[src/rtl/core/tfmd_pkg.sv]
// ============================================================================
// tfmd_pkg
// Types and constants shared by the telecine field metric decider.
// ============================================================================
package tfmd_pkg;

    // Geometry of one row beat
    localparam int LANES     = 8;
    localparam int PIX_W     = 8;
    localparam int ROW_IDX_W = 3;
    localparam logic [ROW_IDX_W-1:0] ROW_LAST = 3'd7;

    // Arithmetic widths
    localparam int COL_W = 11;   // signed column sum over four row pairs
    localparam int MAG_W = 10;   // magnitude of a column sum
    localparam int ROW_W = 11;   // sum of eight absolute differences
    localparam int REL_W = 13;   // block sums and frame maxima
    localparam int CFG_W = 14;
    localparam logic [REL_W-1:0] REL_LIMIT = 13'd8160;

    // Configuration registers
    localparam int APB_AW = 4;
    localparam int APB_DW = 32;
    localparam logic [1:0] REG_COMBING   = 2'd0;
    localparam logic [1:0] REG_TEMPORAL  = 2'd1;
    localparam logic [1:0] REG_LOW_NOISE = 2'd2;
    localparam logic [CFG_W-1:0] COMBING_RST   = 14'd1200;
    localparam logic [CFG_W-1:0] TEMPORAL_RST  = 14'd3600;
    localparam logic [CFG_W-1:0] LOW_NOISE_RST = 14'd900;

    typedef enum logic [1:0] {
        DEC_SHOW,
        DEC_DROP,
        DEC_NEXT,
        DEC_MERGE
    } t_decision;

    typedef struct packed {
        logic [63:0] old_pixels;
        logic [63:0] new_pixels;
        logic        frame_last;
    } t_in_item;

    typedef struct packed {
        t_decision        decision;
        logic [REL_W-1:0] rel_even;
        logic [REL_W-1:0] rel_odd;
        logic [REL_W-1:0] rel_spatial;
        logic [REL_W-1:0] rel_past;
        logic [REL_W-1:0] rel_temporal;
        logic [REL_W-1:0] rel_diff;
    } t_out_item;

    typedef struct packed {
        logic [CFG_W-1:0] combing_threshold;
        logic [CFG_W-1:0] temporal_limit;
        logic [CFG_W-1:0] low_noise_threshold;
    } t_cfg;

    // Column magnitudes of one finished block, one set per lane
    typedef struct packed {
        logic [MAG_W-1:0] sp;
        logic [MAG_W-1:0] pa;
        logic [MAG_W-1:0] tm;
    } t_col_mag;

    // Finished block handed from the row stage to the merge stages
    typedef struct packed {
        logic             valid;
        logic             last;
        logic [REL_W-1:0] even;
        logic [REL_W-1:0] odd;
    } t_blk_sums;

    typedef struct packed {
        logic [REL_W-1:0] re;
        logic [REL_W-1:0] ro;
        logic [REL_W-1:0] rs;
        logic [REL_W-1:0] rp;
        logic [REL_W-1:0] rt;
        logic [REL_W-1:0] rd;
    } t_rel_max;

    typedef struct packed {
        logic [REL_W-1:0] pe;
        logic [REL_W-1:0] po;
        logic [REL_W-1:0] ps;
        logic [REL_W-1:0] pd;
    } t_prev_max;

    typedef struct packed {
        logic hold;   // output holds a stalled result
        logic busy;   // a block sits in the merge stages
    } t_tail_status;

endpackage

[src/rtl/core/tfmd_lane.sv]
// ============================================================================
// tfmd_lane
// One pixel column: absolute difference and the three signed column sums.
// ============================================================================
module tfmd_lane (
    input  logic                      i_clk,
    input  logic                      i_rst_n,
    input  logic                      i_load,
    input  logic                      i_odd,
    input  logic                      i_row_last,
    input  logic [tfmd_pkg::PIX_W-1:0] i_old,
    input  logic [tfmd_pkg::PIX_W-1:0] i_new,
    output logic [tfmd_pkg::PIX_W-1:0] o_abs_diff,
    output tfmd_pkg::t_col_mag        o_mag
);
    import tfmd_pkg::*;

    logic signed [COL_W-1:0] r_sp, r_pa, r_tm;
    logic signed [COL_W-1:0] n_sp, n_pa, n_tm;
    logic signed [COL_W-1:0] w_old, w_new;
    logic        [PIX_W:0]   w_diff;
    t_col_mag                r_mag;

    function automatic logic [MAG_W-1:0] mag(input logic signed [COL_W-1:0] v);
        logic signed [COL_W-1:0] a;
        begin
            a = (v < 0) ? -v : v;
            return a[MAG_W-1:0];
        end
    endfunction

    assign w_old = $signed({{(COL_W-PIX_W){1'b0}}, i_old});
    assign w_new = $signed({{(COL_W-PIX_W){1'b0}}, i_new});

    // Absolute pixel difference
    assign w_diff     = {1'b0, i_new} - {1'b0, i_old};
    assign o_abs_diff = w_diff[PIX_W] ? PIX_W'(-w_diff) : w_diff[PIX_W-1:0];

    // Add odd rows, subtract even rows
    always_comb begin
        if (i_odd) begin
            n_sp = r_sp + w_new;
            n_pa = r_pa + w_old;
            n_tm = r_tm + w_old;
        end else begin
            n_sp = r_sp - w_new;
            n_pa = r_pa - w_old;
            n_tm = r_tm - w_new;
        end
    end

    // Accumulate, clear at the end of a block
    always_ff @(posedge i_clk) begin
        if (!i_rst_n) begin
            r_sp <= '0;
            r_pa <= '0;
            r_tm <= '0;
        end else if (i_load) begin
            if (i_row_last) begin
                r_sp <= '0;
                r_pa <= '0;
                r_tm <= '0;
            end else begin
                r_sp <= n_sp;
                r_pa <= n_pa;
                r_tm <= n_tm;
            end
        end
    end

    // Capture the column magnitudes of the finished block
    always_ff @(posedge i_clk) begin
        if (i_load && i_row_last) begin
            r_mag.sp <= mag(n_sp);
            r_mag.pa <= mag(n_pa);
            r_mag.tm <= mag(n_tm);
        end
    end

    assign o_mag = r_mag;

endmodule

[src/rtl/core/tfmd_rule.sv]
// ============================================================================
// tfmd_rule
// Pulldown rule: picks show, drop, next or merge from the frame maxima.
// ============================================================================
module tfmd_rule (
    input  tfmd_pkg::t_rel_max  i_cur,
    input  tfmd_pkg::t_prev_max i_prev,
    input  logic                i_drop_pending,
    input  tfmd_pkg::t_cfg      i_cfg,
    output tfmd_pkg::t_decision o_decision,
    output logic                o_drop_next
);
    import tfmd_pkg::*;

    localparam int CW = REL_W + 2;

    logic [CW-1:0] w_ro3, w_pe3, w_rp3, w_rt2, w_pd2;
    logic [CW-1:0] w_re, w_po, w_ps, w_rp, w_rs, w_rd, w_rt;
    logic [CW-1:0] w_comb, w_temp, w_noise;
    logic          w_next, w_q_comb, w_past_comb, w_cur_comb, w_merge_ok, w_merge_pat;

    // Widen everything to one compare width
    assign w_re    = CW'(i_cur.re);
    assign w_rs    = CW'(i_cur.rs);
    assign w_rp    = CW'(i_cur.rp);
    assign w_rt    = CW'(i_cur.rt);
    assign w_rd    = CW'(i_cur.rd);
    assign w_po    = CW'(i_prev.po);
    assign w_ps    = CW'(i_prev.ps);
    assign w_comb  = CW'(i_cfg.combing_threshold);
    assign w_temp  = CW'(i_cfg.temporal_limit);
    assign w_noise = CW'(i_cfg.low_noise_threshold);

    // Scaled terms, shift and add
    assign w_ro3 = CW'(i_cur.ro) + {CW'(i_cur.ro) << 1};
    assign w_pe3 = CW'(i_prev.pe) + {CW'(i_prev.pe) << 1};
    assign w_rp3 = w_rp + (w_rp << 1);
    assign w_rt2 = w_rt << 1;
    assign w_pd2 = CW'(i_prev.pd) << 1;

    assign w_next      = (w_ro3 < w_re) && (w_rs < w_rd);
    assign w_q_comb    = w_pe3 < w_po;
    assign w_past_comb = (w_pd2 < w_ps) && (w_ps > w_comb);
    assign w_cur_comb  = (w_rt2 < w_rp) && (w_rp > w_comb);
    assign w_merge_ok  = ((w_rt2 < w_rp3) && (w_rt < w_temp)) ||
                         (w_rt < w_noise) || (w_rd < w_noise);
    assign w_merge_pat = w_q_comb || (w_rt2 < w_rp);

    // Decide in priority order
    always_comb begin
        o_decision  = DEC_DROP;
        o_drop_next = 1'b0;
        if (i_drop_pending) begin
            o_decision = DEC_DROP;
        end else if (w_next) begin
            o_decision  = DEC_NEXT;
            o_drop_next = 1'b1;
        end else if (!(w_q_comb || w_past_comb || w_cur_comb)) begin
            o_decision = DEC_SHOW;
        end else if (w_merge_ok && w_merge_pat) begin
            o_decision  = DEC_MERGE;
            o_drop_next = 1'b1;
        end
    end

endmodule

[src/rtl/core/tfmd_merge.sv]
// ============================================================================
// tfmd_merge
// Merges lane magnitudes into block metrics, raises the frame maxima and
// runs the pulldown rule at frame end into the output register.
// ============================================================================
module tfmd_merge (
    input  logic                                   i_clk,
    input  logic                                   i_rst_n,
    input  tfmd_pkg::t_blk_sums                    i_blk,
    input  tfmd_pkg::t_col_mag [tfmd_pkg::LANES-1:0] i_mag,
    input  tfmd_pkg::t_cfg                         i_cfg,
    output tfmd_pkg::t_tail_status                 o_status,
    output logic                                   o_out_valid,
    input  logic                                   i_out_stall,
    output tfmd_pkg::t_out_item                    o_out_data
);
    import tfmd_pkg::*;

    localparam int DW = REL_W + 2;

    logic             w_hold, w_adv_c, w_fire;
    logic [REL_W-1:0] w_s, w_p, w_t;
    logic             r_c_valid, r_c_last;
    logic [REL_W-1:0] r_c_e, r_c_o, r_c_s, r_c_p, r_c_t;
    t_rel_max         r_cur, n_cur;
    t_prev_max        r_prev;
    logic             r_d_fin;
    logic             r_drop;
    t_decision        w_decision;
    logic             w_drop_next;
    logic             r_out_valid;
    t_out_item        r_out_data;

    function automatic logic signed [DW-1:0] sdiff(input logic [REL_W-1:0] a,
                                                   input logic [REL_W-1:0] b);
        return $signed({2'b00, a}) - $signed({2'b00, b});
    endfunction

    function automatic logic [REL_W-1:0] raise(input logic [REL_W-1:0] cur,
                                               input logic signed [DW-1:0] d);
        return (d > $signed({2'b00, cur})) ? d[REL_W-1:0] : cur;
    endfunction

    assign w_hold  = r_out_valid && i_out_stall;
    assign w_adv_c = r_c_valid && !w_hold;
    assign w_fire  = r_d_fin && !w_hold;

    // Sum the column magnitudes across lanes
    always_comb begin
        w_s = '0;
        w_p = '0;
        w_t = '0;
        for (int i = 0; i < LANES; i++) begin
            w_s = w_s + REL_W'(i_mag[i].sp);
            w_p = w_p + REL_W'(i_mag[i].pa);
            w_t = w_t + REL_W'(i_mag[i].tm);
        end
    end

    // Block metric stage
    always_ff @(posedge i_clk) begin
        if (!i_rst_n) begin
            r_c_valid <= 1'b0;
        end else if (!w_hold) begin
            r_c_valid <= i_blk.valid;
        end
    end

    always_ff @(posedge i_clk) begin
        if (!w_hold && i_blk.valid) begin
            r_c_last <= i_blk.last;
            r_c_e    <= i_blk.even;
            r_c_o    <= i_blk.odd;
            r_c_s    <= w_s;
            r_c_p    <= w_p;
            r_c_t    <= w_t;
        end
    end

    // Raise the six relative maxima
    always_comb begin
        n_cur.re = raise(r_cur.re, sdiff(r_c_e, r_c_o));
        n_cur.ro = raise(r_cur.ro, sdiff(r_c_o, r_c_e));
        n_cur.rs = raise(r_cur.rs, sdiff(r_c_s, r_c_t));
        n_cur.rp = raise(r_cur.rp, sdiff(r_c_p, r_c_t));
        n_cur.rt = raise(r_cur.rt, sdiff(r_c_t, r_c_p));
        n_cur.rd = raise(r_cur.rd, sdiff(r_c_t, r_c_s));
    end

    always_ff @(posedge i_clk) begin
        if (!i_rst_n) begin
            r_cur   <= '0;
            r_d_fin <= 1'b0;
        end else begin
            if (w_fire) begin
                r_cur <= '0;
            end else if (w_adv_c) begin
                r_cur <= n_cur;
            end
            if (!w_hold) begin
                r_d_fin <= r_c_valid && r_c_last;
            end
        end
    end

    tfmd_rule u_rule (
        .i_cur          (r_cur),
        .i_prev         (r_prev),
        .i_drop_pending (r_drop),
        .i_cfg          (i_cfg),
        .o_decision     (w_decision),
        .o_drop_next    (w_drop_next)
    );

    // Frame end: shift maxima to the previous copy, update drop-next flag
    always_ff @(posedge i_clk) begin
        if (!i_rst_n) begin
            r_prev <= '0;
            r_drop <= 1'b0;
        end else if (w_fire) begin
            r_prev.pe <= r_cur.re;
            r_prev.po <= r_cur.ro;
            r_prev.ps <= r_cur.rs;
            r_prev.pd <= r_cur.rd;
            r_drop    <= w_drop_next;
        end
    end

    // Output register, hold while stalled
    always_ff @(posedge i_clk) begin
        if (!i_rst_n) begin
            r_out_valid <= 1'b0;
        end else if (w_fire) begin
            r_out_valid <= 1'b1;
        end else if (!i_out_stall) begin
            r_out_valid <= 1'b0;
        end
    end

    always_ff @(posedge i_clk) begin
        if (w_fire) begin
            r_out_data.decision     <= w_decision;
            r_out_data.rel_even     <= r_cur.re;
            r_out_data.rel_odd      <= r_cur.ro;
            r_out_data.rel_spatial  <= r_cur.rs;
            r_out_data.rel_past     <= r_cur.rp;
            r_out_data.rel_temporal <= r_cur.rt;
            r_out_data.rel_diff     <= r_cur.rd;
        end
    end

    assign o_status.hold = w_hold;
    assign o_status.busy = r_c_valid || r_d_fin;
    assign o_out_valid   = r_out_valid;
    assign o_out_data    = r_out_data;

endmodule

[src/rtl/core/telecine_field_metric_decider_top.sv]
// ============================================================================
// telecine_field_metric_decider_top
// Pulldown detector: eight column lanes work on one pixel row per beat,
// block metrics merge into frame maxima, the pulldown rule runs at frame end.
// ============================================================================
//
//  channel | direction | handshake           | beat
//  --------+-----------+---------------------+--------------------------------
//  in      | input     | i_in_valid/o_in_stall | one 8-pixel row, old and new
//  out     | output    | o_out_valid/i_out_stall | decision and six maxima
//  cfg     | input     | APB psel/penable    | three 14-bit threshold registers
//
//  One row beat is accepted every cycle unless the input stalls; the eight
//  lanes finish a row in the cycle it is accepted. After a frame's last row
//  its result passes the block register, metric stage and frame-end flag
//  into the output register. The input stalls only while a result waits
//  stalled at the output and a finished block is in the merge stages.
//  Reset is synchronous, active low, and clears the running sums and maxima.
//
module telecine_field_metric_decider_top (
    input  logic                               i_clk,
    input  logic                               i_rst_n,
    input  logic                               i_in_valid,
    output logic                               o_in_stall,
    input  tfmd_pkg::t_in_item                 i_in_data,
    output logic                               o_out_valid,
    input  logic                               i_out_stall,
    output tfmd_pkg::t_out_item                o_out_data,
    input  logic                               psel,
    input  logic                               penable,
    input  logic                               pwrite,
    input  logic [tfmd_pkg::APB_AW-1:0]        paddr,
    input  logic [tfmd_pkg::APB_DW-1:0]        pwdata,
    output logic [tfmd_pkg::APB_DW-1:0]        prdata,
    output logic                               pready
);
    import tfmd_pkg::*;

    t_cfg                  r_cfg;
    logic [ROW_IDX_W-1:0]  r_row;
    logic                  w_accept, w_odd, w_row_last, w_tail_busy;
    logic [PIX_W-1:0]      w_abs [LANES];
    t_col_mag [LANES-1:0]  w_mag;
    logic [ROW_W-1:0]      w_row_sum;
    logic [REL_W-1:0]      r_even, r_odd;
    t_blk_sums             r_blk;
    t_tail_status          w_status;
    logic [1:0]            w_reg_idx;

    assign w_odd       = r_row[0];
    assign w_row_last  = (r_row == ROW_LAST);
    assign w_tail_busy = r_blk.valid || w_status.busy;
    assign o_in_stall  = w_status.hold && w_tail_busy;
    assign w_accept    = i_in_valid && !o_in_stall;

    // Column lanes
    for (genvar g = 0; g < LANES; g++) begin : g_lane
        tfmd_lane u_lane (
            .i_clk      (i_clk),
            .i_rst_n    (i_rst_n),
            .i_load     (w_accept),
            .i_odd      (w_odd),
            .i_row_last (w_row_last),
            .i_old      (i_in_data.old_pixels[PIX_W*g +: PIX_W]),
            .i_new      (i_in_data.new_pixels[PIX_W*g +: PIX_W]),
            .o_abs_diff (w_abs[g]),
            .o_mag      (w_mag[g])
        );
    end

    // Row total of absolute differences
    always_comb begin
        w_row_sum = '0;
        for (int i = 0; i < LANES; i++) begin
            w_row_sum = w_row_sum + ROW_W'(w_abs[i]);
        end
    end

    // Advance the row counter and the even/odd sums
    always_ff @(posedge i_clk) begin
        if (!i_rst_n) begin
            r_row  <= '0;
            r_even <= '0;
            r_odd  <= '0;
        end else if (w_accept) begin
            r_row <= r_row + 1'b1;
            if (w_row_last) begin
                r_even <= '0;
                r_odd  <= '0;
            end else if (w_odd) begin
                r_odd <= r_odd + REL_W'(w_row_sum);
            end else begin
                r_even <= r_even + REL_W'(w_row_sum);
            end
        end
    end

    // Hand the finished block to the merge stages, hold while they hold
    always_ff @(posedge i_clk) begin
        if (!i_rst_n) begin
            r_blk.valid <= 1'b0;
        end else if (w_accept && w_row_last) begin
            r_blk.valid <= 1'b1;
        end else if (!w_status.hold) begin
            r_blk.valid <= 1'b0;
        end
    end

    always_ff @(posedge i_clk) begin
        if (w_accept && w_row_last) begin
            r_blk.last <= i_in_data.frame_last;
            r_blk.even <= r_even;
            r_blk.odd  <= r_odd + REL_W'(w_row_sum);
        end
    end

    tfmd_merge u_merge (
        .i_clk       (i_clk),
        .i_rst_n     (i_rst_n),
        .i_blk       (r_blk),
        .i_mag       (w_mag),
        .i_cfg       (r_cfg),
        .o_status    (w_status),
        .o_out_valid (o_out_valid),
        .i_out_stall (i_out_stall),
        .o_out_data  (o_out_data)
    );

    // Configuration registers
    assign w_reg_idx = paddr[3:2];
    assign pready    = 1'b1;

    always_ff @(posedge i_clk) begin
        if (!i_rst_n) begin
            r_cfg.combing_threshold   <= COMBING_RST;
            r_cfg.temporal_limit      <= TEMPORAL_RST;
            r_cfg.low_noise_threshold <= LOW_NOISE_RST;
        end else if (psel && penable && pwrite) begin
            unique case (w_reg_idx)
                REG_COMBING:   r_cfg.combing_threshold   <= pwdata[CFG_W-1:0];
                REG_TEMPORAL:  r_cfg.temporal_limit      <= pwdata[CFG_W-1:0];
                REG_LOW_NOISE: r_cfg.low_noise_threshold <= pwdata[CFG_W-1:0];
                default: ;
            endcase
        end
    end

    always_comb begin
        unique case (w_reg_idx)
            REG_COMBING:   prdata = APB_DW'(r_cfg.combing_threshold);
            REG_TEMPORAL:  prdata = APB_DW'(r_cfg.temporal_limit);
            REG_LOW_NOISE: prdata = APB_DW'(r_cfg.low_noise_threshold);
            default:       prdata = '0;
        endcase
    end

endmodule

[config.mk]
export PLATFORM = sky130hd
export DESIGN_NAME = telecine_field_metric_decider_top
export DESIGN_NICKNAME = d
export VERILOG_FILES = /design/src/rtl/core/tfmd_pkg.sv /design/src/rtl/core/tfmd_lane.sv /design/src/rtl/core/tfmd_rule.sv /design/src/rtl/core/tfmd_merge.sv /design/src/rtl/core/telecine_field_metric_decider_top.sv
export SDC_FILE = /design/constraint.sdc
export NUM_CORES = 2
export LEC_CHECK = 0
export BUFFER_PORTS_ARGS = -buffer_cell sky130_fd_sc_hd__buf_2
export CAP_MARGIN = 25
export CORE_ASPECT_RATIO = 1.2
export CORE_MARGIN = 4
export CORE_UTILIZATION = 58
export DETAILED_ROUTE_END_ITERATION = 8
export GPL_TIMING_DRIVEN = 1
export PLACE_DENSITY = 0.79
export SLEW_MARGIN = 20
export SYNTH_ARGS = -nofsm -noshare
export SYNTH_HDL_FRONTEND = slang
export SYNTH_SLANG_ARGS = --single-unit
export TNS_END_PERCENT = 100
[constraint.sdc]
create_clock -name i_clk -period 9.1 [get_ports i_clk]
set_input_delay 1.82 -clock i_clk [delete_from_list [all_inputs] [get_ports i_clk]]
set_output_delay 1.82 -clock i_clk [all_outputs]
set_load 0.05 [all_outputs]
==> metrics <==
status completed; Layout area overhead 9.31%; Die Wd 325 microns; YS warnings 0; critical path class in2reg; Post-DRT Antenna Nets 0; DRT Pass-1 Iters 5; Register-to-Register Path Depth 21; CP Max Fanout 6; Die Y 388 microns; synthesized area per cell 9.18 sq um; Clock Skew 0.0283 ns; FF-to-FF Start g_lane[0].u_lane.o_mag[10]$_DFFE_PP_; clock sinks 883; clock transition at the registers of the reported paths 0.06 ns; antenna violations before repair 18; crit path capture type register; CP peak stage delay 0.59 ns; Max Clock Freq between 100 and 150 MHz; DR vias 56500; Via density 5.95; Primary FF master, synth dfxtp_1; VDD IR max around 0.0014 V; Rel. slew slack 22.8%; largest net degree at the start of global routing about 180; most frequent cells in the layout 797 x ha_1, 747 x inv_1, 606 x nand2_1, 592 x xnor2_1, 489 x a21oi_1; MaxCap Viol Count 0; core area 120000 sq um; Setup WS post-layout just over 0.5 ns; Power Dens Cells ~390 nW/um^2; Final #Nets 9051; DPL Wire Length roughly 150 mm; Post-Synthesis Cells about 7600; all-layer global routing usage ~30%; Synth top area share 17.7%; Non-Filler Instances approximately 9500; CTS max path bufs 3; Hold Path Class reg2reg; synthesized flop and latch total ~880; Unique masters post-synth 90; pre-CTS setup slack -0.264 ns; worst reg-to-reg setup slack 2.84 ns; count of buffers from port buffering 247; DRC viols 0; Die ar. 126000 sq um; EDFF count, synth 413; share of cells above drive strength 1 8.39%; hold_sp r_blk[24]$_DFFE_PP_; first-pass GRT wire length 305 mm; WL per Instance 20.8 microns; fin. max-slew vios 0; min Tclk post-route 8.59 ns; async set-reset flop share out of synthesis 0%; CP arrival ~9.2 ns; final WL 197 mm; Initial Utilization about three fifths; CTS tree built; Initial DRC Count 4064; filler cell count 9684; routability-driven placement congestion ratio between 0.9 and 1; H-tree Lvls 3; CTS Buf Count between 90 and 100; slowest CP cell fa_1; num ports between 200 and 300; main area contributors after synthesis edfxtp_1 18%, ha_1 14%, dfxtp_1 13%; leakage dissipation 32.3 nW; global route overflow 0; RSZ-0062 raised after global routing false; crit path to r_odd[12]$_SDFFE_PN0P_; worst slew pin tran 1.15 ns; most used cell along the critical path fa_1; critical path depth in cells 36; WP buf/inv 7; top cell type by total area after synthesis edfxtp_1; final hold violations 0; hold path cells 0; Mapped Area roughly 70000 sq um; CP Launch Point i_in_data[17]; Worst-Skew Late Latency 0.73 ns; via count of the first global-routing pass 56100; commonest non-fill, non-tap cell in the layout ha_1; CP required 9.69 ns; Final Setup Violations 0; startpoint types primary input; clock root cell clkbuf_16; hold bufs inserted after CTS 0; row cnt 139; Critical R2R Capture u_merge.r_c_p[11]$_DFFE_PP_; Seq/Total Area, Yosys 31.2%; fraction of the cycle the final worst path needs 94.4%; CP delay by family, top adder cells; Tot Pwr ~30 mW; DP Cell Count 9292
logic make-up (layout without fill, tap and decap cells):
kind of cell	Yosys count	after routing	synth area share, %
other	2	30	0.0107
buffers and inverters	1009	1307	5.60
AND/OR/NAND/NOR	1991	1991	14.0
XOR/XNOR	827	827	10.4
adder cells (fa/ha/maj)	1036	1036	21.1
multiplexers	37	37	0.532
flip-flops	883	883	31.2
AO/OA/AOI/OAI	1827	1827	17.2
cell type report:
| cell class | instances | area [sq um] | area share (%) |
|---|---|---|---|
| well taps | 1551 | 1940 | 2.54 |
| flip-flops and latches | 883 | 21800 | 28.6 |
| inverters | 749 | 2820 | 3.69 |
| clock inverters | 48 | 465 | 0.609 |
| clock buffers | 135 | 2790 | 3.65 |
| repair buffers | 375 | 2260 | 2.96 |
| multi-input cells | 5737 | 44300 | 58.0 |
| diodes | 11 | 27.5 | 0.0360 |
worst min path at each step:
stage / to / slack, ns
global placement: u_merge.r_c_e[5]$_DFFE_PP_ / 0.40
global route: u_merge.r_c_e[12]$_DFFE_PP_ / 0.42
floorplan: u_merge.r_c_e[0]$_DFFE_PP_ / 0.40
CTS: u_merge.r_c_e[11]$_DFFE_PP_ / 0.41
finish: u_merge.r_c_e[11]$_DFFE_PP_ / 0.41
detailed placement: u_merge.r_c_o[9]$_DFFE_PP_ / 0.41
synthesized netlist by cell type (21+ instances only):
library cell	n
or3_1	50
a31o_2	21
nor2_1	347
a21oi_1	489
a21o_1	158
o31ai_1	68
nor2b_1	364
nor3_1	222
or2_2	21
o21ai_0	384
ha_1	798
edfxtp_1	413
a31oi_1	37
xnor2_1	593
clkbuf_1	193
inv_1	748
buf_4	21
a211oi_1	60
fa_1	238
a21boi_0	94
o41ai_1	28
nand2_1	609
buf_2	36
dfxtp_1	470
o211ai_1	31
nand2b_1	61
nand4_1	48
and2_1	41
o21bai_1	51
nand3_1	123
mux2i_1	36
o21a_1	46
a22oi_1	181
xor2_1	234
worst reg2reg max path, delay by kind of cell, from the launching register on:
family	cells	cell delay, ns
XOR/XNOR	2	0.94
flip-flops	1	0.40
AO/OA/AOI/OAI	8	1.28
AND/OR/NAND/NOR	3	0.30
buffers and inverters	1	0.09
adder cells (fa/ha/maj)	7	2.96
flip-flops by register name, summed over array words and instances, names as in the netlist, 28 cells and up:
register,flops
g_lane.u_lane.o_mag,240
u_merge.r_prev,52
u_merge.o_out_data,80
u_merge.r_cur,78
r_blk,28
g_lane.u_lane.r_pa,88
g_lane.u_lane.r_sp,88
r_cfg,42
g_lane.u_lane.r_tm,88
stage by stage:
stage                     utilization (%)  hold WS (ns)  instance area (sq um)  TNS (ns)
after floorplan                         -         0.400                  70000         0
final                                63.8         0.411                  76400         0
after global placement               61.1         0.402                  73100    -0.499
after detailed placement             61.1         0.405                  73100     -1.21
after CTS                            63.8         0.409                  76300         0
after global routing                 63.8         0.423                  76400         0
metal layers:
metal	up-vias	global-route usage, %	share of wire (%)	wire [microns]
li1	27000	-	-	-
met1	27100	34.5	38	74400
met2	1808	54.1	49	96500
met3	548	3.65	5.4	10600
met4	8	20.4	7.8	15300
met5	-	0	0.028	56
report_power, final:
| group | switching, mW | internal, mW |
|---|---|---|
| clock network | 1.74 | 2.34 |
| logic | 10.4 | 9.88 |
| registers | 0.168 | 5.10 |
| total | 12.3 | 17.3 |
what timing repair did:
item                       4_1_cts  5_1_grt
setup buffers                    0        0
resized for setup                0        1
setup endpoints to repair        0        1
Note: power is estimated with default switching activity, not from simulation.
